[src/rtl/core/idct8_ram.sv]
// generic single write port ram with registered read
// no dependencies; used for the transpose and output reorder banks
module idct8_ram #(
    parameter int WIDTH = 16,
    parameter int DEPTH = 8
) (
    input  logic                     clk,
    input  logic                     we,
    input  logic [$clog2(DEPTH)-1:0] waddr,
    input  logic [WIDTH-1:0]         wdata,
    input  logic [$clog2(DEPTH)-1:0] raddr,
    output logic [WIDTH-1:0]         rdata
);

    logic [WIDTH-1:0] mem [DEPTH];
    logic [WIDTH-1:0] rdata_reg;

    always_ff @(posedge clk)
    begin
        if (we)
        begin
            mem[waddr] <= wdata;
        end
        rdata_reg <= mem[raddr];
    end

    assign rdata = rdata_reg;

endmodule

[config.mk]
export PLATFORM = sky130hd
export DESIGN_NAME = idct8_ram
export DESIGN_NICKNAME = d
export VERILOG_FILES = /design/src/rtl/core/idct8_ram.sv
export SDC_FILE = /design/constraint.sdc
export NUM_CORES = 1
export LEC_CHECK = 0
export ABC_AREA = 1
export BUFFER_PORTS_ARGS = -buffer_cell sky130_fd_sc_hd__buf_2
export CORE_MARGIN = 1.5
export CORE_UTILIZATION = 40
export CTS_BUF_LIST = sky130_fd_sc_hd__clkbuf_16
export DETAILED_ROUTE_END_ITERATION = 10
export GPL_TIMING_DRIVEN = 0
export RECOVER_POWER = 100
export SLEW_MARGIN = 20
export SYNTH_ARGS = -nofsm -noshare
export SYNTH_HDL_FRONTEND = slang
export SYNTH_SLANG_ARGS = --single-unit
[constraint.sdc]
create_clock -name clk -period 3.35 [get_ports clk]
set_clock_uncertainty 0.2 [all_clocks]
set_input_delay 0.335 -clock clk [delete_from_list [all_inputs] [get_ports clk]]
set_output_delay 0.335 -clock clk [all_outputs]
set_load 0.1 [all_outputs]
Word-level counts from Yosys, hierarchy flattened

Memory sizes are Yosys's and may differ from the RTL's. A register that Yosys moved wholly into a read port is not among the register bits.
Index checks and enable logic that the tools add are counted.

Bits in registers: 0
Memory bits (writable): 128
Input port bits: 24
Output and inout port bits: 16
Word-level logic and storage cells: 3
Memories: 1

Memory list:

| memory | depth | bits a word | rd ports | clocked after Yosys merged registers in | write ports | RTL line | RTL |
|---|---|---|---|---|---|---|---|
| mem    | 8     | 16          | 1        | 1                                       | 1           | 15       | `logic [WIDTH-1:0] mem [DEPTH];` |

Mux-type cells: 2

Operators by type and width:

| cell              | number |
|---|---|
| 1-bit two-way mux | 2 |

Logic depth before layout (Yosys ltp)

Word-level depth: 2
Mapped depth: 7
Gate-level depth less buffers: 6

Least setup slack after synthesis

OpenSTA, ideal clock, no wires.

Path kind: in2reg
From: input waddr[0]
To: memory mem[0][0] (enable)
Library setup time: 0.388 ns
Arrival time: 1.170 ns
Data required time: 2.762 ns
Setup slack: 1.591 ns
Stages on the path: 3
Path buffers: 0
Path through: inv_1 nand2_1 nor2_1

RTL lines:

| element            | RTL line | RTL |
|---|---|---|
| start: declaration | 9        | `input logic [$clog2(DEPTH)-1:0] waddr,` |
| end: declaration   | 15       |  |

No word-level cell before the write port.

Final worst setup path

From: register rdata_reg[4] (netlist: rdata[4]) (read register of mem)
To: output rdata[4]

RTL lines:

| element            | RTL line | RTL |
|---|---|---|
| start: declaration | 16       | `logic [WIDTH-1:0] rdata_reg;` |
| end: declaration   | 12       | `output logic [WIDTH-1:0] rdata` |

No word-level cell between the ends.

==> metrics.yaml <==
layout:
  fillers: 1305
  seqCellArea_mm2: 0.00416
  final_cells: 861
  largest_reg_flops: 128
  fin_nets: 688
  drive_gt1_share_pct: 7.98
  diodes: 0
  multi_input_area_mm2: 0.00115
  area_growth_pct: 19.1
synthesis:
  avgSynthCellArea_um2: 10.2
  yosys_warnings: 0
  yosysTopAreaCellShare_pct: 64.2
  synth_seq_area_share_pct: 69.5
  synth_area_leader_cell: "edfxtp_1"
  synthTopCellsByArea: "edfxtp_1, nand2_1, inv_1"
  syn-instance-count: 587
  ys_seq_elements: 144
  synth_nets: 611
  synth_cell_types: 10
  synth_area_mm2: 0.00599
power_and_ir_drop:
  power.leakage_nw: 3.23
  p_per_area_mw_per_mm2: 620
  totalPowerFinal_mw: 4.42
  ir_worst_vdd_mv: 0.361
worst_setup_path:
  cp.arrival_ns: 1.60
  path_cells: "clkbuf_1"
  criticalPathCategory: "register to output port"
  path_buf_inv: 1
  critPathSlowestCell: "clkbuf_1"
  slowest_delay_ns: 0.86
  critical-path-top-delay-family: "buffers and inverters"
  crit_fanout: 1
  start_kind: "register"
  crit_path_end_kind: "output port"
  cp.required_ns: 2.81
detailed_routing:
  vias_per_cell: 4.65
  drtIter0Drc: 209
  firstDrtPassIters: 7
  avgRoutedWirePerCell_um: 15.6
  vias: 4002
  drt.antenna.violating_nets: 0
  drc: 0
  wirelength_um: 13400
timing:
  setup_viol: 0
  slew_headroom_pct: 22.4
  fin_setup_tns_ns: 0
  max_freq_mhz: 469
  timing.final.crit_share_pct: 63.7
  timing_hold_violations_final: 0
  rsz0062_at_grt: "false"
  fin_crit_ns: 2.13
  setup_ws_ns: 1.22
  worst_pin_slew_ns: 1.17
  slew_violations: 0
floorplanning:
  dieArea_mm2: 0.0157
  chipWidth_um: 125
  io_pins: 40
  core-area_mm2: 0.0146
  start_util_pct: 41.1
  dieHeight_um: 125
  fp-row-count: 44
placement:
  dp_cells: 816
  pre_cts_slack_ns: 1.44
  place_congestion: 0.752
  dp_hpwl_um: 8730
  port_buffers: 37
global_route:
  grt_max_degree: 17
  antenna_found_initial: 0
  grt_pass1_vias: 3922
  overflow: 0
  grt_usage_pct: 18.0
  grt_first_pass_wirelength_um: 20700
cts:
  clockBufferDepth: 2
  cts_buffers: 17
  cts_tree: "built"
  clk_latency_ns: 0.42
  cts_resized: 0
  cts_hold_buffers: 13
  clk_pin_slew_ns: 0.06
  post_cts_buffers: 0
  clock_sinks: 144
  htreeDepth: 4
  cts_root_buffer: "clkbuf_16"
flow_run:
  maxCapViolations: 0
status:
  status: "completed"
min_path:
  hold_class: "input pin to register"
## layout make-up
type	instances	area share [%]
Buffer	23	2.33
Sequential cell	144	58.4
Tap cell	184	3.23
Inverter	134	7.05
Multi-Input combinational cell	286	16.2
Clock buffer	17	5.96
Timing Repair Buffer	58	4.23
Clock inverter	15	2.68
## layer usage
layer	routed length [um]	track usage, %	vias to the layer above
met1	5750	22.4	1906
met5	0	0	-
met2	6760	30.9	113
met3	722	3.85	15
li1	-	-	1968
met4	186	7.15	0
## worst register-to-register path: stages (launching register included)
cell and delay (ns):
edfxtp_1 0.37, inv_1 0.07, nand2_1 0.04, nand3_1 0.08
nand2_1 0.06, nand2_1 0.09, nand2_1 0.07
## layout by cell type (no fill, tap or decap), drive strengths merged
cell type    Yosys  routed
buf             23      23
bufinv           0       4
clkbuf           0      62
clkinv           0       5
clkinvlp         0       4
dfxtp           16      16
dlygate4sd3      0      13
edfxtp         128     128
inv            134     136
nand2          214     214
nand3           64      64
nor2             8       8
## metrics by stage
step                hold slack, ns  cell area [um2]  util, %
detailed placement           0.419             6530     44.8
global placement             0.401             6400     43.9
CTS                        0.00675             7280     49.9
floorplan                    0.234             5990        -
global route                0.0806             7140     48.9
finish                      0.0766             7140     48.9
## path summary, 6_finish.rpt
kind                                 from        to  slack [ns]  cells past startpoint
worst min register to register  mem[6][5]  rdata[5]        0.43                      6
worst min-delay path             raddr[2]  rdata[0]        0.08                      3
worst max register to register  mem[7][1]  rdata[1]        2.26                      6
worst max-delay path             rdata[4]  rdata[4]        1.22                      1
## cells in the mapped netlist
library cell and number:
nand2_1 214, inv_1 133, edfxtp_1 128, nand3_1 64
dfxtp_1 16, buf_2 12, nor2_1 8, buf_6 7
buf_4 4, inv_2 1
## power by group
part,leakage [nW],internal (mW),switching [mW],total [mW]
Clock,0.293,1.24,0.724,1.96
Combinational,1.64,0.0886,0.326,0.414
Sequential,1.30,2.03,0.0166,2.05
## kinds of logic after synthesis
logic type,Yosys count,synth area share [%]
AND/OR/NAND/NOR,286,19.3
buffers and inverters,157,11.2
flip-flops,144,69.5
Note: power is estimated with default switching activity, not from simulation.
