`src/rtl/core/idct8_pkg.sv`:
```
// shared types, widths and kernel constants for the 8x8 inverse dct
// no dependencies; imported by the lane, merge and top modules of the block
package idct8_pkg;

    localparam int SAMP_W      = 16;
    localparam int KC_W        = 12;
    localparam int PROD_W      = 26;
    localparam int ACC_W       = 28;
    localparam int BFY_W       = 29;
    localparam int N_PT        = 8;
    localparam int IDX_W       = 3;
    localparam int ROUND_ADD   = 1024;
    localparam int SCALE_SHIFT = 11;

    typedef logic signed [SAMP_W-1:0] samp_t;
    typedef logic signed [KC_W-1:0]   kcoef_t;
    typedef logic signed [PROD_W-1:0] prod_t;
    typedef logic signed [ACC_W-1:0]  acc_t;
    typedef logic signed [BFY_W-1:0]  bfy_t;
    typedef logic [IDX_W-1:0]         idx_t;

    typedef samp_t  quad_t [4];
    typedef kcoef_t kern_row_t [4];
    typedef acc_t   acc_quad_t [4];
    typedef samp_t  row_t [N_PT];

    localparam idx_t IDX_LAST = idx_t'(N_PT - 1);

    localparam kern_row_t EVEN_K [4] = '{
        '{12'sd724,  12'sd946,  12'sd724,  12'sd392},
        '{12'sd724,  12'sd392, -12'sd724, -12'sd946},
        '{12'sd724, -12'sd392, -12'sd724,  12'sd946},
        '{12'sd724, -12'sd946,  12'sd724, -12'sd392}
    };

    localparam kern_row_t ODD_K [4] = '{
        '{ 12'sd1004,  12'sd851,   12'sd569,  12'sd200},
        '{-12'sd851,   12'sd200,   12'sd1004, 12'sd569},
        '{ 12'sd569,  -12'sd1004,  12'sd200,  12'sd851},
        '{-12'sd200,   12'sd569,  -12'sd851,  12'sd1004}
    };

    typedef struct packed {
        logic vld;
        logic col;
        idx_t idx;
    } tag_t;

    // round, floor shift, keep low 16 bits
    function automatic samp_t scale_down(bfy_t v);
        bfy_t t;
        t = v + bfy_t'(ROUND_ADD);
        return t[SCALE_SHIFT +: SAMP_W];
    endfunction

endpackage

```
`src/rtl/core/idct8_lane.sv`:
```
// one kernel row lane: four constant products, then their sum, both registered
// depends on idct8_pkg
module idct8_lane
    import idct8_pkg::*;
(
    input  logic      clk,
    input  quad_t     x,
    input  kern_row_t kern,
    output acc_t      acc
);

    prod_t prod_reg  [4];
    prod_t prod_next [4];
    acc_t  acc_reg;
    acc_t  acc_next;

    always_comb
    begin
        for (int i = 0; i < 4; i++)
        begin
            prod_next[i] = prod_t'(x[i]) * prod_t'(kern[i]);
        end
    end

    always_comb
    begin
        acc_next = '0;
        for (int i = 0; i < 4; i++)
        begin
            acc_next = acc_next + acc_t'(prod_reg[i]);
        end
    end

    always_ff @(posedge clk)
    begin
        prod_reg <= prod_next;
        acc_reg  <= acc_next;
    end

    assign acc = acc_reg;

endmodule

```
`config.mk`:
```
export PLATFORM = sky130hd
export DESIGN_NAME = idct8_lane
export DESIGN_NICKNAME = d
export VERILOG_FILES = /design/src/rtl/core/idct8_pkg.sv /design/src/rtl/core/idct8_lane.sv
export SDC_FILE = /design/constraint.sdc
export NUM_CORES = 2
export LEC_CHECK = 0
export ABC_AREA = 1
export BUFFER_PORTS_ARGS = -buffer_cell sky130_fd_sc_hd__clkbuf_2
export CORE_ASPECT_RATIO = 0.9
export CORE_UTILIZATION = 50
export DETAILED_ROUTE_END_ITERATION = 8
export PLACE_DENSITY_LB_ADDON = 0.2
export RECOVER_POWER = 100
export SETUP_SLACK_MARGIN = 0.5
export SLEW_MARGIN = 40
export SYNTH_ARGS = -nofsm -noshare
export SYNTH_HDL_FRONTEND = slang
export SYNTH_SLANG_ARGS = --single-unit
```
`constraint.sdc`:
```
create_clock -name clk -period 7.8 [get_ports clk]
set_input_delay 2.34 -clock clk [delete_from_list [all_inputs] [get_ports clk]]
set_output_delay 2.34 -clock clk [all_outputs]
set_load 0.01 [all_outputs]
```
==> Yosys cells after proc, flatten, opt, wreduce, memory -nomap -nowiden <==
Index checks and enable logic that the tools add are counted.
{ "classes": {"n_addsub": 3, "mul": 4} }
{ "ops": {"columns": ["operator", "count"], "rows": [
  ["$mul A16 B12 Y26", 4],
  ["$add A27 B26 Y28", 1],
  ["$add A28 B26 Y28", 1],
  ["$add A26 B26 Y27", 1]
]} }
{ "word_totals": {"ff_bits": 132, "input_bits": 113, "out_inout_bits": 28, "word_cells": 12} }

==> Depth between registers and ports, before layout <==
{ "depth": {"depth_word": 3, "depth_mapped": 24, "depth_no_buf": 22} }

==> Worst setup path after synthesis <==
Ideal clock, no wire load.
{ "synth_timing": {"kind": "input -> register", "from": "input port kern[39] (netlist name)", "to": "register prod_reg[103] (netlist name)", "setup_ps": 112, "arrival_time_ps": 6749, "t_required_ps": 7688, "path_slack_ps": 938, "path_stages": 21, "path_buffers": 2, "path_cell_list": "clkbuf_1 clkbuf_1 nand2_1 fa_1 inv_1 fa_1 inv_1 fa_1 inv_1 fa_1 fa_1 ha_1 nand2_1 nor2_1 nand2_1 inv_1 nand3_1 nand3_1 inv_1 nand2_1 nand2_1"} }
{ "synth_rtl": {"columns": ["element", "line_no", "source"], "rows": [
  ["start: declaration", "idct8_lane.sv:8", "input kern_row_t kern,"],
  ["end signal: assignment", "idct8_lane.sv:36", "prod_reg <= prod_next;"],
  ["end: declaration", "idct8_lane.sv:12", "prod_t prod_reg [4];"]
]} }

==> reports/metrics.csv <==
metric,value,unit
outcome,"finished, final reports clean",
I/O pins,141,
drt pass-1 iters,5,
initial antenna violation count,3,
final setup vio count,0,
Seq. cell area,2640,um2
Total GRT Usage,25.0,%
CTS Sinks,132,
nets@finish,5263,
count of input and output buffers,140,
sequential area share after synthesis,7.98,%
clock skew,0.0143,ns
RSZ-0062 raised after global routing,false,
die area,67300,um2
"Slowest-stage cell, CP",clkbuf_1,
Post-Syn Area per Cell,7.95,um2
post-synthesis net count,5257,
Remaining DRCs,0,
fmax,0.141,GHz
CTS tree,yes,
area of the multi-input gates,25400,um2
Syn Inst Count,4168,
"FF+latch count, synth",132,
DP Worst Slack,0.571,ns
"Clk pin slew, worst setup/hold paths",0.06,ns
Worst EP arrival,7.44,ns
period utilization,91.1,%
Final Max Slew Viols,0,
max reg flops,104,
Area Overhead vs Synth,5.03,%
Inserted Clock Buffers,17,
Synth Flop Type,dfxtp_1,
Critical Setup Path Class,in2reg,
DR iter-0 viols,1519,
GPL Wtd Cong,0.974,
top-count cell post-synth,inv_1,
clk buf depth,2,
CP Data Required Time,8.14,ns
post-CTS setup buffer count,0,
DR vias/cell,4.94,
CP Max Fanout,16,
CTS HTree Levels,4,
asr flop ratio synth,0,%
"EDFF count, synth",0,
post-synth top area share,43.8,%
Worst setup EP type,flip-flop,
# rows,89,
first-pass GRT wire length,134000,um
Fillers,6375,
n_diodes,0,
worst slew pin tran,0.865,ns
vias,25000,
Worst setup SP type,primary input,
leading area contributor after synthesis,fa_1,
Hold Crit Start,prod_reg[78],
"Buf+Inv Stages, Crit Path",8,
CP Cell Sequence,clkbuf_1 > nand2_1 > inv_1 > fa_1 > ha_1 > inv_1 > fa_1 > inv_1 > fa_1 > inv_1 > fa_1 > inv_1 > ha_1 > nand2_1 > nor2_1 > nand2_1 > inv_1 > nand3_1 > nand3_1 > inv_1 > nand2_1 > nand2_1,
final worst slack,0.698,ns
RR Startpoint,prod_reg[1],
vias in the first global route,26300,
die width,273,um
Final Critical Period,7.10,ns
setup TNS,0,ns
CP peak stage delay,0.63,ns
Post-CTS Resized,0,
R2R Setup Slk,4.51,ns
Slew HR,42.4,%
largest net degree at the start of global routing,19,
core area,65500,um2
Post-Syn Area,33100,um2
"Clk Latency, worst-skew pair",0.44,ns
chip height,246,um
Initial Util,50.6,%
"most used cell, CP",inv_1,
DP HPWL,67300,um
ranking of synthesized cells by area,"fa_1 44%, inv_1 13%, nand2_1 12%, ha_1 9.5%, dfxtp_1 8.0%",
Max-Cap Viols,0,
DRT antenna net count,0,
Crit path max-delay family,adder cells,
Worst Hold End,acc[0],
worst min-delay path category,reg2reg,
"Hold Vio Cnt, Final",0,
distinct cell type count after synthesis,43,
FF-to-FF End,acc[27],
Yosys Warn Count,0,
total grt overflow,0,
Synth top cells by count,"1,177 x inv_1, 1,050 x nand2_1, 725 x fa_1",
layout cell share with drive strength beyond 1,4.18,%
r2r worst-path depth,14,
hold path depth,1,
Hold WS,0.475,ns
routed wire length,78200,um
root buffer cell,clkbuf_16,
WL/cell,15.5,um
cts hold-fix bufs,0,
[cell families after synthesis]
group                      after synthesis  synth area share (%)
adders and majority gates              976                  53.3
xor gates and xnor gates               104                  2.75
DFF                                    132                  7.98
AOI/OAI and AO/OA                      232                  3.97
and+or+nand+nor                       1388                  16.8
buffers and inverters                 1336                  15.2
[worst register-to-register path, cell delays in order (launching register included)]
cell and delay, ns:
dfxtp_1 0.33, fa_1 0.50, fa_1 0.50, ha_1 0.19, inv_1 0.07, fa_1 0.49, o21ai_0 0.34, nand2_1 0.10
nand2_1 0.19, nand2_1 0.08, nand2_1 0.13, nand2_1 0.11, nand3b_1 0.10, nand2_1 0.05, nand2_1 0.06
[worst max-delay path by stage]
stage / end / from / slack, ns / cells after the start
2_1_floorplan: prod_reg[103] / kern[39] / 0.94 / 21
3_3_place_gp: prod_reg[50] / kern[12] / 0.59 / 20
3_5_place_dp: prod_reg[50] / kern[12] / 0.57 / 20
4_1_cts: prod_reg[50] / kern[12] / 1.01 / 20
5_1_grt: prod_reg[103] / kern[36] / 0.36 / 22
6_report: prod_reg[103] / kern[36] / 0.70 / 22
[final cells by class]
cell class,instances,area share (%)
clock buffers,17,1.22
clock inverters,15,0.435
inverters,1180,12.7
multi-input cells,2700,73.0
flip-flops and latches,132,7.60
well taps,864,3.11
repair buffers,143,1.95
[per-stage QoR]
stage / cells / instance area, um2 / util (%)
after floorplan: 4168 / 33100 / -
after global placement: 5019 / 34300 / 52.4
after detailed placement: 5019 / 34300 / 52.4
after CTS: 5051 / 34900 / 53.3
after global routing: 5051 / 34800 / 53.1
final: 5051 / 34800 / 53.1
[cell usage in the layout, fill, tap and decap left out, types with 20 or more instances in the layout]
master / synthesis / final
inv_1: 1177 / 1177
or2_2: 20 / 20
a21oi_1: 113 / 113
dfxtp_1: 132 / 132
nand2_1: 1050 / 1054
ha_1: 251 / 251
xor2_1: 67 / 67
o21ai_0: 63 / 73
clkbuf_2: 0 / 108
nand3_1: 91 / 92
fa_1: 725 / 725
nand4_1: 24 / 24
clkbuf_1: 145 / 33
nor2_1: 156 / 156
xnor2_1: 37 / 37
[metal layers]
layer,vias to the layer above,share of wire (%),track usage [%]
li1,11900,-,-
met1,12300,46,35.7
met2,663,46,40.4
met3,75,6.1,3.88
met4,2,1.6,5.16
met5,-,0.014,0
Power is not shown: default switching activity piles up to over one toggle a cycle in this logic, so the estimate is an artifact.
