<file path="config.mk">
export PLATFORM = sky130hd
export DESIGN_NAME = idct8_merge
export DESIGN_NICKNAME = d
export VERILOG_FILES = /design/src/rtl/core/idct8_pkg.sv /design/src/rtl/core/idct8_merge.sv
export SDC_FILE = /design/constraint.sdc
export NUM_CORES = 1
export LEC_CHECK = 0
export BUFFER_PORTS_ARGS = -buffer_cell sky130_fd_sc_hd__buf_4
export CAP_MARGIN = 20
export CELL_PAD_IN_SITES_DETAIL_PLACEMENT = 0
export CELL_PAD_IN_SITES_GLOBAL_PLACEMENT = 1
export CORE_MARGIN = 8
export CORE_UTILIZATION = 40
export CTS_CLUSTER_SIZE = 30
export DETAILED_ROUTE_END_ITERATION = 8
export GPL_ROUTABILITY_DRIVEN = 1
export GPL_TIMING_DRIVEN = 1
export PLACE_DENSITY = 0.91
export SYNTH_ARGS = -nofsm -noshare
export SYNTH_HDL_FRONTEND = slang
export SYNTH_SLANG_ARGS = --single-unit
</file>
<file path="constraint.sdc">
create_clock -name clk -period 4.3 [get_ports clk]
set_input_delay 0.645 -clock clk [delete_from_list [all_inputs] [get_ports clk]]
set_output_delay 0.645 -clock clk [all_outputs]
set_load 0.03 [all_outputs]
</file>
<file path="src/rtl/core/idct8_pkg.sv">
// shared types, widths and kernel constants for the 8x8 inverse dct
// no dependencies; imported by the lane, merge and top modules of the block
package idct8_pkg;

    localparam int SAMP_W      = 16;
    localparam int KC_W        = 12;
    localparam int PROD_W      = 26;
    localparam int ACC_W       = 28;
    localparam int BFY_W       = 29;
    localparam int N_PT        = 8;
    localparam int IDX_W       = 3;
    localparam int ROUND_ADD   = 1024;
    localparam int SCALE_SHIFT = 11;

    typedef logic signed [SAMP_W-1:0] samp_t;
    typedef logic signed [KC_W-1:0]   kcoef_t;
    typedef logic signed [PROD_W-1:0] prod_t;
    typedef logic signed [ACC_W-1:0]  acc_t;
    typedef logic signed [BFY_W-1:0]  bfy_t;
    typedef logic [IDX_W-1:0]         idx_t;

    typedef samp_t  quad_t [4];
    typedef kcoef_t kern_row_t [4];
    typedef acc_t   acc_quad_t [4];
    typedef samp_t  row_t [N_PT];

    localparam idx_t IDX_LAST = idx_t'(N_PT - 1);

    localparam kern_row_t EVEN_K [4] = '{
        '{12'sd724,  12'sd946,  12'sd724,  12'sd392},
        '{12'sd724,  12'sd392, -12'sd724, -12'sd946},
        '{12'sd724, -12'sd392, -12'sd724,  12'sd946},
        '{12'sd724, -12'sd946,  12'sd724, -12'sd392}
    };

    localparam kern_row_t ODD_K [4] = '{
        '{ 12'sd1004,  12'sd851,   12'sd569,  12'sd200},
        '{-12'sd851,   12'sd200,   12'sd1004, 12'sd569},
        '{ 12'sd569,  -12'sd1004,  12'sd200,  12'sd851},
        '{-12'sd200,   12'sd569,  -12'sd851,  12'sd1004}
    };

    typedef struct packed {
        logic vld;
        logic col;
        idx_t idx;
    } tag_t;

    // round, floor shift, keep low 16 bits
    function automatic samp_t scale_down(bfy_t v);
        bfy_t t;
        t = v + bfy_t'(ROUND_ADD);
        return t[SCALE_SHIFT +: SAMP_W];
    endfunction

endpackage

</file>
<file path="src/rtl/core/idct8_merge.sv">
// butterfly merge of even and odd lane sums, rounding and scaling, registered
// depends on idct8_pkg
module idct8_merge
    import idct8_pkg::*;
(
    input  logic      clk,
    input  acc_quad_t ge,
    input  acc_quad_t go,
    output row_t      y
);

    row_t y_reg;
    row_t y_next;

    always_comb
    begin
        bfy_t e;
        bfy_t o;
        for (int j = 0; j < 4; j++)
        begin
            e = bfy_t'(ge[j]);
            o = bfy_t'(go[j]);
            if ((j & 1) == 0)
            begin
                y_next[j]     = scale_down(e + o);
                y_next[7 - j] = scale_down(e - o);
            end
            else
            begin
                y_next[j]     = scale_down(e - o);
                y_next[7 - j] = scale_down(e + o);
            end
        end
    end

    always_ff @(posedge clk)
    begin
        y_reg <= y_next;
    end

    assign y = y_reg;

endmodule

</file>
After elaboration in Yosys (flattened, before gate mapping)
Cells that the tools add are included.
W data, S select, Z words.
Storage, ports and cells
  bits in registers: 128
  latch bits: 0
  memory bits (writable): 0
  bits in read-only memories: 0
  input bits: 225
  output and inout port bits: 128
  memories: 0
Operators by class
  $add $sub $neg: 16
  div/mod/pow operators: 0
  shift-type cells: 0
  multiplexer cells: 0
  bitwise operators: 0
  reduce and logical (&&, ||, !) cells: 0
  $lt $le $gt $ge: 0
  eq/ne operators: 0
  multiply operators: 0
Operator list (count)
  $add A27 B12 Y27 const B: 8
  $add A27 B27 Y27: 4
  $sub A27 B27 Y27: 4

Depth between registers and ports, before layout
  depth after elaboration: 2
  depth in mapped cells: 13
  mapped depth without buffers: 13

Worst setup path after synthesis
Ideal clock, no wire load.
  kind: in2reg
  start point: input port go[36] (netlist bit)
  end point: register y_reg (netlist bit y[92])
  buffers on the path: 0
  cell stages on the path: 13
  arrival: 3153 ps
  library setup time: 62 ps
  path slack: 1085 ps
  cell sequence: inv_1 ha_1 inv_1 ha_1 and3_2 a221o_1 a21o_1 o2111ai_2 a21oi_2 o311ai_4 a21boi_2 or4b_1 nand3_1
RTL lines
  from (decl): RTL line idct8_merge.sv:8  | input acc_quad_t go,
  to (signal assigned): RTL line idct8_merge.sv:38  | y_reg <= y_next;
  to (decl): RTL line idct8_merge.sv:12  | row_t y_reg;

==> summary by stage <==
Run status
The flow ran to the end, and the final reports show no timing, DRC or antenna violations.

Synthesis
The mapped netlist covers about 12000 sq um. During synthesis, Yosys emitted a total of 0 warnings. The synthesized design contains approximately 130 register bits. Counting every net in the synthesized netlist gives 1991. Counting every instance in the synthesized netlist gives roughly 1.4k. In the synthesized netlist the async set-or-reset flop fraction comes to 0%. Summed over all instances, the cell type with the most area after synthesis is sky130_fd_sc_hd__ha_1. The synthesized design contains 0 enable-type register cells. Yosys instantiated no cell more often than sky130_fd_sc_hd__ha_1.

A synthesized cell averages roughly 9.0 sq um. In this run, distinct cell masters in the synthesized netlist total 57. In the synthesized netlist, the cells that appear most often are sky130_fd_sc_hd__ha_1, sky130_fd_sc_hd__inv_1, sky130_fd_sc_hd__dfxtp_1. Sequential elements use 20.8% of the synthesized area. Yosys attributes the largest share of cell area to sky130_fd_sc_hd__ha_1, sky130_fd_sc_hd__dfxtp_1, sky130_fd_sc_hd__inv_1, sky130_fd_sc_hd__xnor2_1, sky130_fd_sc_hd__a21oi_1. The share of the synthesized area in the top cell type is ~40%.

For this run, the leading register cell type out of synthesis is sky130_fd_sc_hd__dfxtp_1.

Final layout
The area of the multi-input gates is 8910 sq um. Summing all flip-flop and latch instances after layout gives about 2600 sq um. The register with the most flip-flops in the layout has ~130 of them. From synthesis to final layout, the design area changed by 30.4%. The share of cells above drive strength 1 is approximately 23%. For this run, the number of standard cells in the final layout without fillers is about 2.1k. The final-layout fill cell count is around 2.8k.

The count of nets after finishing is 2355.

Clock tree
Clock tree synthesis selected as its root buffer the cell sky130_fd_sc_hd__clkbuf_16. The CTS tree is done. Buffers inserted to repair hold after CTS numbered 0. The clock passes through at most 2 buffers.

The H-tree was split into 4 levels. Once the clock tree was built, the setup fixing pass inserted 0 buffers. The tree built by TritonCTS fans out to approximately 130 sinks.

The number of clock buffers added by TritonCTS is 17. The clock transition time at the flip-flop clock pins of the worst setup and hold paths is around 0.070 ns. The number of gates resized after CTS was 0.

Setup path
STA puts the critical path data arrival time at roughly 3.6 ns. The worst setup path is launched from a primary input. The start-to-end type of the worst setup path is primary input to flop. The highest fanout seen on the critical path is 5. The element type at the critical path end is a flop.

The worst endpoint required time is approximately 4.6 ns.

Pwr
Summed over all cells, the static leakage comes to slightly above 9 nW. The worst-case IR drop observed on VDD is 0.270 mV. Power spread over the standard cell area amounts to just under 400 nW/um^2.

Worst hold path
The worst hold path begins at ge[82]. Counting instances, the worst hold path has a depth of 4. In this run the worst hold path is classified as primary input to flop.

For hold timing, the worst endpoint is y[111].

Floorplan
The die footprint is about 37000 sq um. The die is around 190 um wide. During I/O placement, the number of pins put on the boundary was 353. The floorplan row count is 64.

The floorplan step set the die height to 192 um. The region available for standard cell placement spans 30400 sq um. For this configuration, the core starts out at a cell density of 40.5%.

Detailed routing
The first routing iteration left ~300 violations. After detailed routing, the average wire length per cell comes to 14.9 um. The detail route stage leaves a number of antenna-violating nets equal to 0.

After detailed routing, the number of remaining DRC violations is 0. The number of search-and-repair iterations in the first detailed-routing pass is 4. The overall via count from detail_route is a little over 10k.

The average vias per placed instance is ~4.8. Summed over all layers, the routed wires come to approximately 32000 um.

Global route
Summed over all layers, the global routing overflow is 0. The wire length of the first global-routing pass is around 51000 um. Global routing consumed, over all layers together, between 10% and 20% of the routing resources. The initial antenna violation count is 2. The via count of the first global-routing pass was about 11k. The pin count of the biggest net entering global routing is 17.

Place
Buffers placed on the I/O ports in this run total ~340. After legalization and detailed placement, the total HPWL measured 28200 um. Counting tap cells, the placed design contains a total of ~2.1k instances. The global placement routability congestion is around 0.85.

Flow run
The count of maximum capacitance violations is 0.

STA
Derived from the worst setup path, the maximum achievable clock frequency is slightly above 300 MHz. The relative slew slack is 54.4%. The post-route setup TNS is 0 ns. The count of final setup violators is 0.

The final number of max-transition violations is 0. Setup repair after global routing left no endpoint under its margin. The final period demand of the worst path is about 3.3 ns. The number of hold violations in the final report is 0. At the pin with the least slew margin, the transition time is around 0.67 ns. The period utilization is around three quarters.
[worst max-delay path, stage by stage]
cell and delay, ns:
sky130_fd_sc_hd__buf_4 0.11, sky130_fd_sc_hd__ha_1 0.30, sky130_fd_sc_hd__ha_1 0.37, sky130_fd_sc_hd__a21o_1 0.14, sky130_fd_sc_hd__a211oi_1 0.08, sky130_fd_sc_hd__a2111oi_0 0.62, sky130_fd_sc_hd__o21ai_0 0.23, sky130_fd_sc_hd__o31ai_1 0.48
sky130_fd_sc_hd__a21oi_2 0.18, sky130_fd_sc_hd__o21ai_2 0.21, sky130_fd_sc_hd__a21oi_1 0.10, sky130_fd_sc_hd__xnor2_1 0.12
[power breakdown]
| part | internal, mW | switching (mW) |
|---|---|---|
| clock | 1.04 | 0.599 |
| combinational | 1.22 | 1.76 |
| sequential | 1.55 | 0.121 |
[stage by stage]
step | hold slack, ns | instance area, sq um | total power [mW] | worst slack, ns | utilization (%)
2_1_floorplan | 0.989 | 12300 | 3.56 | 1.09 | -
3_3_place_gp | 1.08 | 15400 | 4.65 | 0.575 | 50.6
6_report | 0.690 | 16100 | 6.29 | 1.02 | 52.8
3_5_place_dp | 1.07 | 15400 | 4.69 | 0.594 | 50.6
5_1_grt | 0.686 | 16100 | 6.68 | 0.796 | 52.8
4_1_cts | 0.667 | 16100 | 6.36 | 1.04 | 52.8
[how the worst max path moves through the flow]
stage,startpoint,to
5_1_grt,ge[39],y[47]
2_1_floorplan,go[36],y[92]
4_1_cts,ge[67],y[111]
3_3_place_gp,ge[67],y[111]
3_5_place_dp,ge[67],y[111]
6_report,ge[67],y[111]
[cell usage in the layout, fill, tap and decap left out, drive strengths merged, types with 32 or more instances in the layout]
cell type / n
ha: 392
buf: 345
inv: 231
dfxtp: 128
a21oi: 82
nor2: 80
xnor2: 79
nand2: 55
a21o: 46
xor2: 43
o21ai: 32
[routing by layer]
| metal | vias up | share of wire, % | track usage, % |
|---|---|---|---|
| li1 | 5433 | - | - |
| met2 | 232 | 48 | 30.1 |
| met1 | 4618 | 43 | 19.7 |
| met5 | - | 0 | 0 |
| met4 | 0 | 1.8 | 5.09 |
| met3 | 36 | 6.9 | 5.09 |
[final cells by class]
class	instances	share of cell area, %
diodes	2	0.0311
clock buffers	17	2.65
well taps	396	3.08
multi-input cells	1019	55.4
flip-flops and latches	128	15.9
repair buffers	345	16.1
clock inverters	15	1.45
inverters	227	5.30
[cells by family after synthesis]
kind of cell	synth area share (%)
AO/OA/AOI/OAI	14.1
XOR/XNOR	8.67
flip-flops	20.8
buffers and inverters	6.91
AND/OR/NAND/NOR	9.67
multiplexers	0.0812
adder cells (fa/ha/maj)	39.8
Note: power is estimated with default switching activity, not from simulation.
